`config.mk`:
```
export PLATFORM = sky130hd
export DESIGN_NAME = signed_integer_to_radix_text_core
export DESIGN_NICKNAME = d
export VERILOG_FILES = /design/src/sv/sirt_pkg.sv /design/src/sv/sirt_front.sv /design/src/sv/sirt_fifo.sv /design/src/sv/sirt_conv.sv /design/src/sv/sirt_emit.sv /design/src/sv/signed_integer_to_radix_text_core.sv
export SDC_FILE = /design/constraint.sdc
export NUM_CORES = 2
export LEC_CHECK = 0
export BUFFER_PORTS_ARGS = -buffer_cell sky130_fd_sc_hd__buf_2
export CELL_PAD_IN_SITES_DETAIL_PLACEMENT = 1
export CELL_PAD_IN_SITES_GLOBAL_PLACEMENT = 1
export CORE_MARGIN = 3
export CORE_UTILIZATION = 51
export DETAILED_ROUTE_END_ITERATION = 7
export MAX_ROUTING_LAYER = met4
export PLACE_DENSITY_LB_ADDON = 0.1
export SLEW_MARGIN = 15
export SYNTH_ARGS = -nofsm -noshare
export SYNTH_HDL_FRONTEND = slang
export SYNTH_SLANG_ARGS = --single-unit
```
`constraint.sdc`:
```
create_clock -name clk_i -period 24.2 [get_ports clk_i]
set_clock_uncertainty 0.1 [all_clocks]
set_input_delay 4.84 -clock clk_i [delete_from_list [all_inputs] [get_ports clk_i]]
set_output_delay 4.84 -clock clk_i [all_outputs]
set_load 0.02 [all_outputs]
```
`src/sv/sirt_pkg.sv`:
```
`timescale 1ns / 1ps
// shared types, constants and tables for the radix text core
// no dependencies

package sirt_pkg;

  localparam int MaxSymbols = 16;  // symbol slots in the two symbol registers
  localparam int SymW       = 8;   // bits per symbol byte
  localparam int IdxW       = 4;   // bits of a digit value / symbol index
  localparam int MagW       = 32;  // width of the input value
  localparam int CountW     = 5;   // width of the digit_count register
  localparam int MaxDigits  = 32;  // most digits a magnitude can have (radix two)
  localparam int DepthW     = 6;   // holds 0 .. MaxDigits
  localparam int CfgIdxW    = 2;
  localparam int CfgDataW   = 64;

  // register indexes of the config port
  localparam logic [CfgIdxW-1:0] CfgDigitCount  = 2'd0;
  localparam logic [CfgIdxW-1:0] CfgSymbolsLow  = 2'd1;
  localparam logic [CfgIdxW-1:0] CfgSymbolsHigh = 2'd2;

  // bytes that may not be used as a symbol
  localparam logic [SymW-1:0] ChNul   = 8'h00;
  localparam logic [SymW-1:0] ChTab   = 8'h09;
  localparam logic [SymW-1:0] ChNl    = 8'h0A;
  localparam logic [SymW-1:0] ChVt    = 8'h0B;
  localparam logic [SymW-1:0] ChFf    = 8'h0C;
  localparam logic [SymW-1:0] ChCr    = 8'h0D;
  localparam logic [SymW-1:0] ChSpace = 8'h20;
  localparam logic [SymW-1:0] ChPlus  = 8'h2B;
  localparam logic [SymW-1:0] ChMinus = 8'h2D;

  // one value waiting for conversion
  typedef struct packed {
    logic            neg;
    logic [MagW-1:0] mag;
  } item_t;

  // one digit from the converter, least significant first
  typedef struct packed {
    logic [IdxW-1:0] digit;
    logic            last;
    logic            neg;
  } dig_t;

  function automatic logic is_forbidden(input logic [SymW-1:0] c);
    return (c == ChNul) || (c == ChSpace) || (c == ChPlus) || (c == ChMinus) ||
           (c == ChTab) || (c == ChNl) || (c == ChVt) || (c == ChFf) || (c == ChCr);
  endfunction

  // floor(2^32 / radix); quotient estimate is then exact or one low
  function automatic logic [MagW-1:0] recip(input logic [CountW-1:0] radix);
    logic [MagW-1:0] r;
    case (radix)
      5'd2:    r = 32'h8000_0000;
      5'd3:    r = 32'h5555_5555;
      5'd4:    r = 32'h4000_0000;
      5'd5:    r = 32'h3333_3333;
      5'd6:    r = 32'h2AAA_AAAA;
      5'd7:    r = 32'h2492_4924;
      5'd8:    r = 32'h2000_0000;
      5'd9:    r = 32'h1C71_C71C;
      5'd10:   r = 32'h1999_9999;
      5'd11:   r = 32'h1745_D174;
      5'd12:   r = 32'h1555_5555;
      5'd13:   r = 32'h13B1_3B13;
      5'd14:   r = 32'h1249_2492;
      5'd15:   r = 32'h1111_1111;
      5'd16:   r = 32'h1000_0000;
      default: r = '0;
    endcase
    return r;
  endfunction

endpackage

```
`src/sv/sirt_front.sv`:
```
`timescale 1ns / 1ps
// front end: checks the digit set, takes the sign apart and queues the magnitude
// depends on sirt_pkg

module sirt_front (
  input  logic                                  in_valid_i,
  output logic                                  in_ready_o,
  input  logic signed [sirt_pkg::MagW-1:0]      value_i,
  input  logic [sirt_pkg::CountW-1:0]           digit_count_i,
  input  logic [2*sirt_pkg::CfgDataW-1:0]       symbols_i,
  output logic                                  push_valid_o,
  input  logic                                  push_ready_i,
  output sirt_pkg::item_t                       push_item_o
);
  import sirt_pkg::*;

  logic            set_ok;
  logic [MagW-1:0] raw;

  // all pairs checked in parallel, only slots below digit_count count
  always_comb begin
    set_ok = (digit_count_i >= CountW'(2)) && (digit_count_i <= CountW'(MaxSymbols));
    for (int a = 0; a < MaxSymbols; a++) begin
      if (CountW'(a) < digit_count_i) begin
        if (is_forbidden(symbols_i[a*SymW +: SymW])) set_ok = 1'b0;
        for (int b = a + 1; b < MaxSymbols; b++) begin
          if ((CountW'(b) < digit_count_i) &&
              (symbols_i[a*SymW +: SymW] == symbols_i[b*SymW +: SymW])) set_ok = 1'b0;
        end
      end
    end
  end

  assign raw              = value_i;
  assign push_item_o.neg  = raw[MagW-1];
  assign push_item_o.mag  = raw[MagW-1] ? (MagW'(0) - raw) : raw;

  // an invalid set swallows the beat
  assign push_valid_o = in_valid_i & set_ok;
  assign in_ready_o   = set_ok ? push_ready_i : 1'b1;

endmodule

```
`src/sv/sirt_fifo.sv`:
```
`timescale 1ns / 1ps
// two-entry queue between front end and converter
// depends on sirt_pkg

module sirt_fifo (
  input  logic            clk_i,
  input  logic            rst_ni,
  input  logic            push_valid_i,
  output logic            push_ready_o,
  input  sirt_pkg::item_t push_item_i,
  output logic            pop_valid_o,
  input  logic            pop_ready_i,
  output sirt_pkg::item_t pop_item_o
);
  import sirt_pkg::*;

  item_t      mem_q [2];
  logic       wptr_q, rptr_q;
  logic [1:0] cnt_q;
  logic       push, pop;

  assign push_ready_o = (cnt_q != 2'd2);
  assign pop_valid_o  = (cnt_q != 2'd0);
  assign pop_item_o   = mem_q[rptr_q];
  assign push         = push_valid_i & push_ready_o;
  assign pop          = pop_valid_o & pop_ready_i;

  always_ff @(posedge clk_i or negedge rst_ni) begin
    if (!rst_ni) begin
      wptr_q <= 1'b0;
      rptr_q <= 1'b0;
      cnt_q  <= 2'd0;
    end else begin
      if (push) wptr_q <= ~wptr_q;
      if (pop)  rptr_q <= ~rptr_q;
      if (push && !pop)      cnt_q <= cnt_q + 2'd1;
      else if (pop && !push) cnt_q <= cnt_q - 2'd1;
    end
  end

  always_ff @(posedge clk_i) begin
    if (push) mem_q[wptr_q] <= push_item_i;
  end

endmodule

```
`src/sv/sirt_conv.sv`:
```
`timescale 1ns / 1ps
// converter: peels digits off the magnitude, least significant first
// depends on sirt_pkg (reciprocal table, item and digit types)

module sirt_conv (
  input  logic                         clk_i,
  input  logic                         rst_ni,
  input  logic                         pop_valid_i,
  output logic                         pop_ready_o,
  input  sirt_pkg::item_t              pop_item_i,
  input  logic [sirt_pkg::CountW-1:0]  radix_i,
  output logic                         dig_valid_o,
  input  logic                         dig_ready_i,
  output sirt_pkg::dig_t               dig_o
);
  import sirt_pkg::*;

  localparam int RemW = 6;  // remainder estimate stays below twice the radix

  typedef enum logic [1:0] {CvIdle, CvMul, CvOut} state_e;

  state_e          state_q;
  logic [MagW-1:0] mag_q, prod_hi_q;
  logic            neg_q;

  logic            pow2;
  logic [2:0]      sh;
  logic [IdxW-1:0] mask;
  logic [2*MagW-1:0] prod_full;
  logic [RemW-1:0] qr_lo, rem0, rem_fix;
  logic            ge;
  logic [IdxW-1:0] digit;
  logic [MagW-1:0] q_next;

  always_comb begin
    case (radix_i)
      5'd2:    begin pow2 = 1'b1; sh = 3'd1; end
      5'd4:    begin pow2 = 1'b1; sh = 3'd2; end
      5'd8:    begin pow2 = 1'b1; sh = 3'd3; end
      5'd16:   begin pow2 = 1'b1; sh = 3'd4; end
      default: begin pow2 = 1'b0; sh = 3'd0; end
    endcase
  end

  assign mask      = ~({IdxW{1'b1}} << sh);
  assign prod_full = mag_q * recip(radix_i);

  // remainder from the registered quotient estimate, then one correction
  assign qr_lo   = RemW'(prod_hi_q[RemW-1:0] * RemW'(radix_i));
  assign rem0    = mag_q[RemW-1:0] - qr_lo;
  assign ge      = (rem0 >= RemW'(radix_i));
  assign rem_fix = rem0 - RemW'(radix_i);

  always_comb begin
    if (pow2) begin
      digit  = mag_q[IdxW-1:0] & mask;
      q_next = mag_q >> sh;
    end else begin
      digit  = ge ? rem_fix[IdxW-1:0] : rem0[IdxW-1:0];
      q_next = ge ? (prod_hi_q + MagW'(1)) : prod_hi_q;
    end
  end

  assign pop_ready_o = (state_q == CvIdle);
  assign dig_valid_o = (state_q == CvOut);
  assign dig_o.digit = digit;
  assign dig_o.last  = (q_next == '0);
  assign dig_o.neg   = neg_q;

  always_ff @(posedge clk_i or negedge rst_ni) begin
    if (!rst_ni) begin
      state_q   <= CvIdle;
      mag_q     <= '0;
      neg_q     <= 1'b0;
      prod_hi_q <= '0;
    end else begin
      case (state_q)
        CvIdle: begin
          if (pop_valid_i) begin
            mag_q   <= pop_item_i.mag;
            neg_q   <= pop_item_i.neg;
            state_q <= pow2 ? CvOut : CvMul;
          end
        end
        CvMul: begin
          prod_hi_q <= prod_full[2*MagW-1:MagW];
          state_q   <= CvOut;
        end
        CvOut: begin
          if (dig_ready_i) begin
            mag_q <= q_next;
            if (q_next == '0) state_q <= CvIdle;
            else              state_q <= pow2 ? CvOut : CvMul;
          end
        end
        default: state_q <= CvIdle;
      endcase
    end
  end

endmodule

```
`src/sv/sirt_emit.sv`:
```
`timescale 1ns / 1ps
// emitter: two digit stacks, one filling while the other drains in reverse,
// plus the output register; depends on sirt_pkg

module sirt_emit (
  input  logic                               clk_i,
  input  logic                               rst_ni,
  input  logic                               dig_valid_i,
  output logic                               dig_ready_o,
  input  sirt_pkg::dig_t                     dig_i,
  input  logic [2*sirt_pkg::CfgDataW-1:0]    symbols_i,
  output logic                               out_valid_o,
  input  logic                               out_ready_i,
  output logic [sirt_pkg::SymW-1:0]          character_o,
  output logic                               last_o
);
  import sirt_pkg::*;

  logic [IdxW-1:0]   stk_q [2][MaxDigits];
  logic [DepthW-1:0] cnt_q [2];
  logic [1:0]        neg_q, full_q;
  logic              wr_sel_q, rd_sel_q;
  logic              out_valid_q, last_q;
  logic [SymW-1:0]   char_q;

  logic            fill, out_load, drain, sign_step;
  logic [IdxW-1:0] top_digit;
  logic [SymW-1:0] top_sym;

  assign dig_ready_o = ~full_q[wr_sel_q];
  assign fill        = dig_valid_i & dig_ready_o;
  assign out_load    = ~out_valid_q | out_ready_i;
  assign drain       = full_q[rd_sel_q] & out_load;
  assign sign_step   = neg_q[rd_sel_q];
  assign top_digit   = stk_q[rd_sel_q][0];
  assign top_sym     = symbols_i[{top_digit, 3'b000} +: SymW];

  always_ff @(posedge clk_i or negedge rst_ni) begin
    if (!rst_ni) begin
      cnt_q[0]    <= '0;
      cnt_q[1]    <= '0;
      neg_q       <= '0;
      full_q      <= '0;
      wr_sel_q    <= 1'b0;
      rd_sel_q    <= 1'b0;
      out_valid_q <= 1'b0;
      char_q      <= '0;
      last_q      <= 1'b0;
    end else begin
      if (fill) begin
        cnt_q[wr_sel_q] <= cnt_q[wr_sel_q] + DepthW'(1);
        if (dig_i.last) begin
          full_q[wr_sel_q] <= 1'b1;
          neg_q[wr_sel_q]  <= dig_i.neg;
          wr_sel_q         <= ~wr_sel_q;
        end
      end
      if (drain) begin
        if (sign_step) begin
          neg_q[rd_sel_q] <= 1'b0;
        end else begin
          cnt_q[rd_sel_q] <= cnt_q[rd_sel_q] - DepthW'(1);
          if (cnt_q[rd_sel_q] == DepthW'(1)) begin
            full_q[rd_sel_q] <= 1'b0;
            rd_sel_q         <= ~rd_sel_q;
          end
        end
      end
      if (out_load) begin
        out_valid_q <= drain;
        char_q      <= sign_step ? ChMinus : top_sym;
        last_q      <= ~sign_step & (cnt_q[rd_sel_q] == DepthW'(1));
      end
    end
  end

  // stack payload: push shifts up, pop shifts down
  always_ff @(posedge clk_i) begin
    for (int b = 0; b < 2; b++) begin
      if (fill && (wr_sel_q == 1'(b))) begin
        stk_q[b][0] <= dig_i.digit;
        for (int i = 1; i < MaxDigits; i++) stk_q[b][i] <= stk_q[b][i-1];
      end else if (drain && !sign_step && (rd_sel_q == 1'(b))) begin
        for (int i = 0; i < MaxDigits - 1; i++) stk_q[b][i] <= stk_q[b][i+1];
      end
    end
  end

  assign out_valid_o = out_valid_q;
  assign character_o = char_q;
  assign last_o      = last_q;

endmodule

```
`src/sv/signed_integer_to_radix_text_core.sv`:
```
`timescale 1ns / 1ps
// top level: signed 32-bit value to text in a configured radix and alphabet
// depends on sirt_pkg, sirt_front, sirt_fifo, sirt_conv, sirt_emit
//
//  channel | signals                                          | beat
//  --------+--------------------------------------------------+-------------------------
//  in      | in_valid_i  in_ready_o  value_i                  | one signed value
//  out     | out_valid_o out_ready_i character_o last_o       | one text byte
//  cfg     | cfg_valid_i cfg_ready_o cfg_index_i cfg_data_i   | one register write
//
// the front end takes a value each cycle while the queue has room; values with an
// invalid digit set are taken and dropped without output
// the converter loads a value, then gives each digit straight from the magnitude for a
// power-of-two radix, or through a reciprocal multiply and then a remainder fix-up
// otherwise; it takes no new value until the last digit of the current one is out
// bytes leave one per cycle while out_ready_i is high and a whole value is stacked,
// sign first, from one of two digit stacks while the other fills; at most 33 per value
// reset clears the config registers and all control state (not the queue or stack
// payload), no clearing pass is needed; either side may stall at any time, the queue and stacks absorb it

module signed_integer_to_radix_text_core (
  input  logic                               clk_i,
  input  logic                               rst_ni,
  input  logic                               in_valid_i,
  output logic                               in_ready_o,
  input  logic signed [sirt_pkg::MagW-1:0]   value_i,
  output logic                               out_valid_o,
  input  logic                               out_ready_i,
  output logic [sirt_pkg::SymW-1:0]          character_o,
  output logic                               last_o,
  input  logic                               cfg_valid_i,
  output logic                               cfg_ready_o,
  input  logic [sirt_pkg::CfgIdxW-1:0]       cfg_index_i,
  input  logic [sirt_pkg::CfgDataW-1:0]      cfg_data_i
);
  import sirt_pkg::*;

  // config registers
  logic [CountW-1:0]     digit_count_q;
  logic [CfgDataW-1:0]   symbols_low_q, symbols_high_q;
  logic [2*CfgDataW-1:0] symbols;

  // front to queue
  logic  push_valid, push_ready;
  item_t push_item;
  // queue to converter
  logic  pop_valid, pop_ready;
  item_t pop_item;
  // converter to emitter
  logic  dig_valid, dig_ready;
  dig_t  dig;

  assign cfg_ready_o = 1'b1;
  assign symbols     = {symbols_high_q, symbols_low_q};

  // writes to an unknown index are taken and ignored
  always_ff @(posedge clk_i or negedge rst_ni) begin
    if (!rst_ni) begin
      digit_count_q  <= '0;
      symbols_low_q  <= '0;
      symbols_high_q <= '0;
    end else if (cfg_valid_i) begin
      case (cfg_index_i)
        CfgDigitCount:  digit_count_q  <= cfg_data_i[CountW-1:0];
        CfgSymbolsLow:  symbols_low_q  <= cfg_data_i;
        CfgSymbolsHigh: symbols_high_q <= cfg_data_i;
        default: ;
      endcase
    end
  end

  // classify and split sign from magnitude
  sirt_front u_front (
    .in_valid_i    (in_valid_i),
    .in_ready_o    (in_ready_o),
    .value_i       (value_i),
    .digit_count_i (digit_count_q),
    .symbols_i     (symbols),
    .push_valid_o  (push_valid),
    .push_ready_i  (push_ready),
    .push_item_o   (push_item)
  );

  // decouples the front end from the converter
  sirt_fifo u_fifo (
    .clk_i        (clk_i),
    .rst_ni       (rst_ni),
    .push_valid_i (push_valid),
    .push_ready_o (push_ready),
    .push_item_i  (push_item),
    .pop_valid_o  (pop_valid),
    .pop_ready_i  (pop_ready),
    .pop_item_o   (pop_item)
  );

  // repeated division by the radix
  sirt_conv u_conv (
    .clk_i       (clk_i),
    .rst_ni      (rst_ni),
    .pop_valid_i (pop_valid),
    .pop_ready_o (pop_ready),
    .pop_item_i  (pop_item),
    .radix_i     (digit_count_q),
    .dig_valid_o (dig_valid),
    .dig_ready_i (dig_ready),
    .dig_o       (dig)
  );

  // reverse digit order, map to symbols, drive the output
  sirt_emit u_emit (
    .clk_i       (clk_i),
    .rst_ni      (rst_ni),
    .dig_valid_i (dig_valid),
    .dig_ready_o (dig_ready),
    .dig_i       (dig),
    .symbols_i   (symbols),
    .out_valid_o (out_valid_o),
    .out_ready_i (out_ready_i),
    .character_o (character_o),
    .last_o      (last_o)
  );

endmodule
```
==> results.cfg <==
[status]
status = completed

[global_route]
grt_pass1_wl_um = 385000
grt_remaining_overflow = 0
grt_pass1_vias = 60800
track_usage_pct = 37.4
grt_max_degree = 112
grt_antenna_before_repair = 4

[critical_path]
rrSetupSlack_ns = 12.73
cp_slowest_cell = dfrtp_1
crit_required_ns = 24.61
critPathMaxStageDelay_ns = 0.91
cpMostUsedCell = fa_1
critPathMaxFanout = 33
crit_family = adder cells
crit_buf_inv = 7
end_kind = register
arrival_ns = 11.88
path_class = register to register
cp-start-kind = register

[cts]
cts_root_buffer = clkbuf_16
ctsResizeCount = 0
clk_path_buf_depth = 3
insertion_delay_ns = 0.68
clk_transition_reported_paths_ns = 0.05
ctsHoldBuffers = 0
cts_buffers = 66
cts_tree = built
post_cts_buffers = 0
cts-htree-levels = 3
clock-sinks = 554

[die]
core_area_um2 = 136000
rows = 135
ioPinCount = 115
die-width_um = 377
die_h_um = 377
initial_core_util_pct = 51.5
fp.dieArea_um2 = 142000

[placed_design]
hpwlAfterDp_um = 181000
portBuffers = 113
routabilityCongestion = 0.981
dpl_cell_area_um2 = 72600
pre_cts_ws_ns = 12.95

[yosys]
syn-num-nets = 8823
ys_seq_area_share_pct = 22.1
synth_flop_cell = edfxtp_1
ys_warn_count = 0
synthCells = 7533
yosysUniqueCellTypes = 80
synth_edf_count = 322
syn_area_um2 = 70000
synthArstFlopShare_pct = 41.9
syn_avg_cell_area_um2 = 9.30
synth_seq_cells = 554

[sta]
fmax_ghz = 0.0872
max_slew_margin_pct = 18.1
drv_slew = 0
setup_ws_ns = 12.73
worst_pin_slew_ns = 1.23
grt_setup_unrepaired = false
finalCritPeriodShare_pct = 47.4
finalHoldViolCount = 0
setup_tns_ns = 0
min_period_ns = 11.47
setup_viol = 0

[detailed_routing]
postRouteAntennaNets = 0
vias_per_cell = 6.06
detail_route.wl_per_cell_um = 27.6
vias = 55800
dr.pass1.iters = 6
routed_wl_um = 254000
drtIter0Drc = 5751
post-route-drc-count = 0

[cells_and_area]
final_nets = 8660
fin_area_um2 = 74900
drive_gt1_share_pct = 8.94
final_common_cell = nand2_1
synthToLayoutAreaGrowth_pct = 6.89
final_cell_mix = 1385 x nand2_1, 1031 x inv_1, 903 x fa_1, 742 x xnor2_1, 340 x xor2_1

[flow_run]
maxCapViolCount = 0

[worst_hold_path]
hp-class = register to register
-- Yosys cell counts (139+ instances only) --
library cell,instances,area [µm²]
xnor2_1,742,6500
nand2_1,1387,5210
fa_1,903,18100
clkbuf_1,410,1540
ha_1,284,3550
and2_1,224,1400
nand4_1,173,1080
xor2_1,340,2980
edfxtp_1,322,9670
dfrtp_1,232,5810
inv_1,1032,3870
mux2_2,139,1570
-- metrics by stage --
step | util, % | instances | hold WS [ns]
final | 55.0 | 9212 | 0.359
after global routing | 55.0 | 9209 | 0.366
after CTS | 55.0 | 9205 | 0.360
after detailed placement | 53.4 | 9083 | 0.349
after global placement | 53.4 | 9083 | 0.334
after floorplan | - | 7533 | 0.326
-- cells by family after synthesis --
family,Yosys count,synth area share (%)
DFF,554,22.1
other,1,0.00536
muxes,277,4.82
adders and majority gates,1187,30.9
AOI/OAI and AO/OA,520,4.77
xor gates and xnor gates,1083,13.6
buffers and inverters,1595,8.63
and+or+nand+nor,2316,15.2
-- area by class of cell --
cell class,instances,area [µm²]
fillers,15400,61100
multi-input cells,5384,48800
flip-flops and latches,554,15500
inverters,1032,3880
well taps,1781,2230
repair buffers,332,2220
clock buffers,88,1810
clock inverters,34,424
diodes,7,17.5
-- final timing paths --
path	start	to	cells past startpoint
worst max-delay path	digit_count_q[2]	u_conv.prod_hi_q[17]	32
worst max register to register	digit_count_q[2]	u_conv.prod_hi_q[17]	32
worst min register to register	u_emit.stk_q[1][7]	u_emit.stk_q[1][3]	0
max in group asynchronous	rst_ni	symbols_low_q[62]	3
min in group asynchronous	rst_ni	u_conv.mag_q[24]	1
worst min-delay path	u_emit.stk_q[1][7]	u_emit.stk_q[1][3]	0
-- per-layer routing --
layer / GRT usage, % / share of wire (%) / vias to the layer above
li1: - / - / 23500
met1: 48.6 / 40 / 28800
met2: 56.9 / 45 / 2741
met3: 7.49 / 9.4 / 821
met4: 16.4 / 5.2 / 0
met5: - / 0 / -
-- flip-flops by register name, indices dropped and copies added (netlist names) --
signal,count
u_conv.prod_hi_q,32
u_conv.mag_q,32
u_emit.out_valid_o,1
u_emit.stk_q,256
u_fifo.rptr_q,1
u_emit.neg_q,2
u_emit.cnt_q,12
u_emit.rd_sel_q,1
digit_count_q,5
symbols_low_q,64
u_emit.wr_sel_q,1
u_conv.neg_q,1
u_fifo.cnt_q,2
u_emit.character_o,8
u_emit.last_o,1
u_emit.full_q,2
symbols_high_q,64
u_conv.state_q,2
u_fifo.mem_q,66
u_fifo.wptr_q,1
-- worst register-to-register path, delay by kind of cell, from the launching register on --
family,cells,cell delay [ns]
AOI/OAI and AO/OA,13,3.87
xor gates and xnor gates,1,0.17
adders and majority gates,9,4.54
buffers and inverters,7,1.31
DFF,1,0.91
and+or+nand+nor,2,0.42
Power is left out: the tool's default activity adds up to more than one toggle a clock period on the data nets, which glitch-free logic cannot reach.
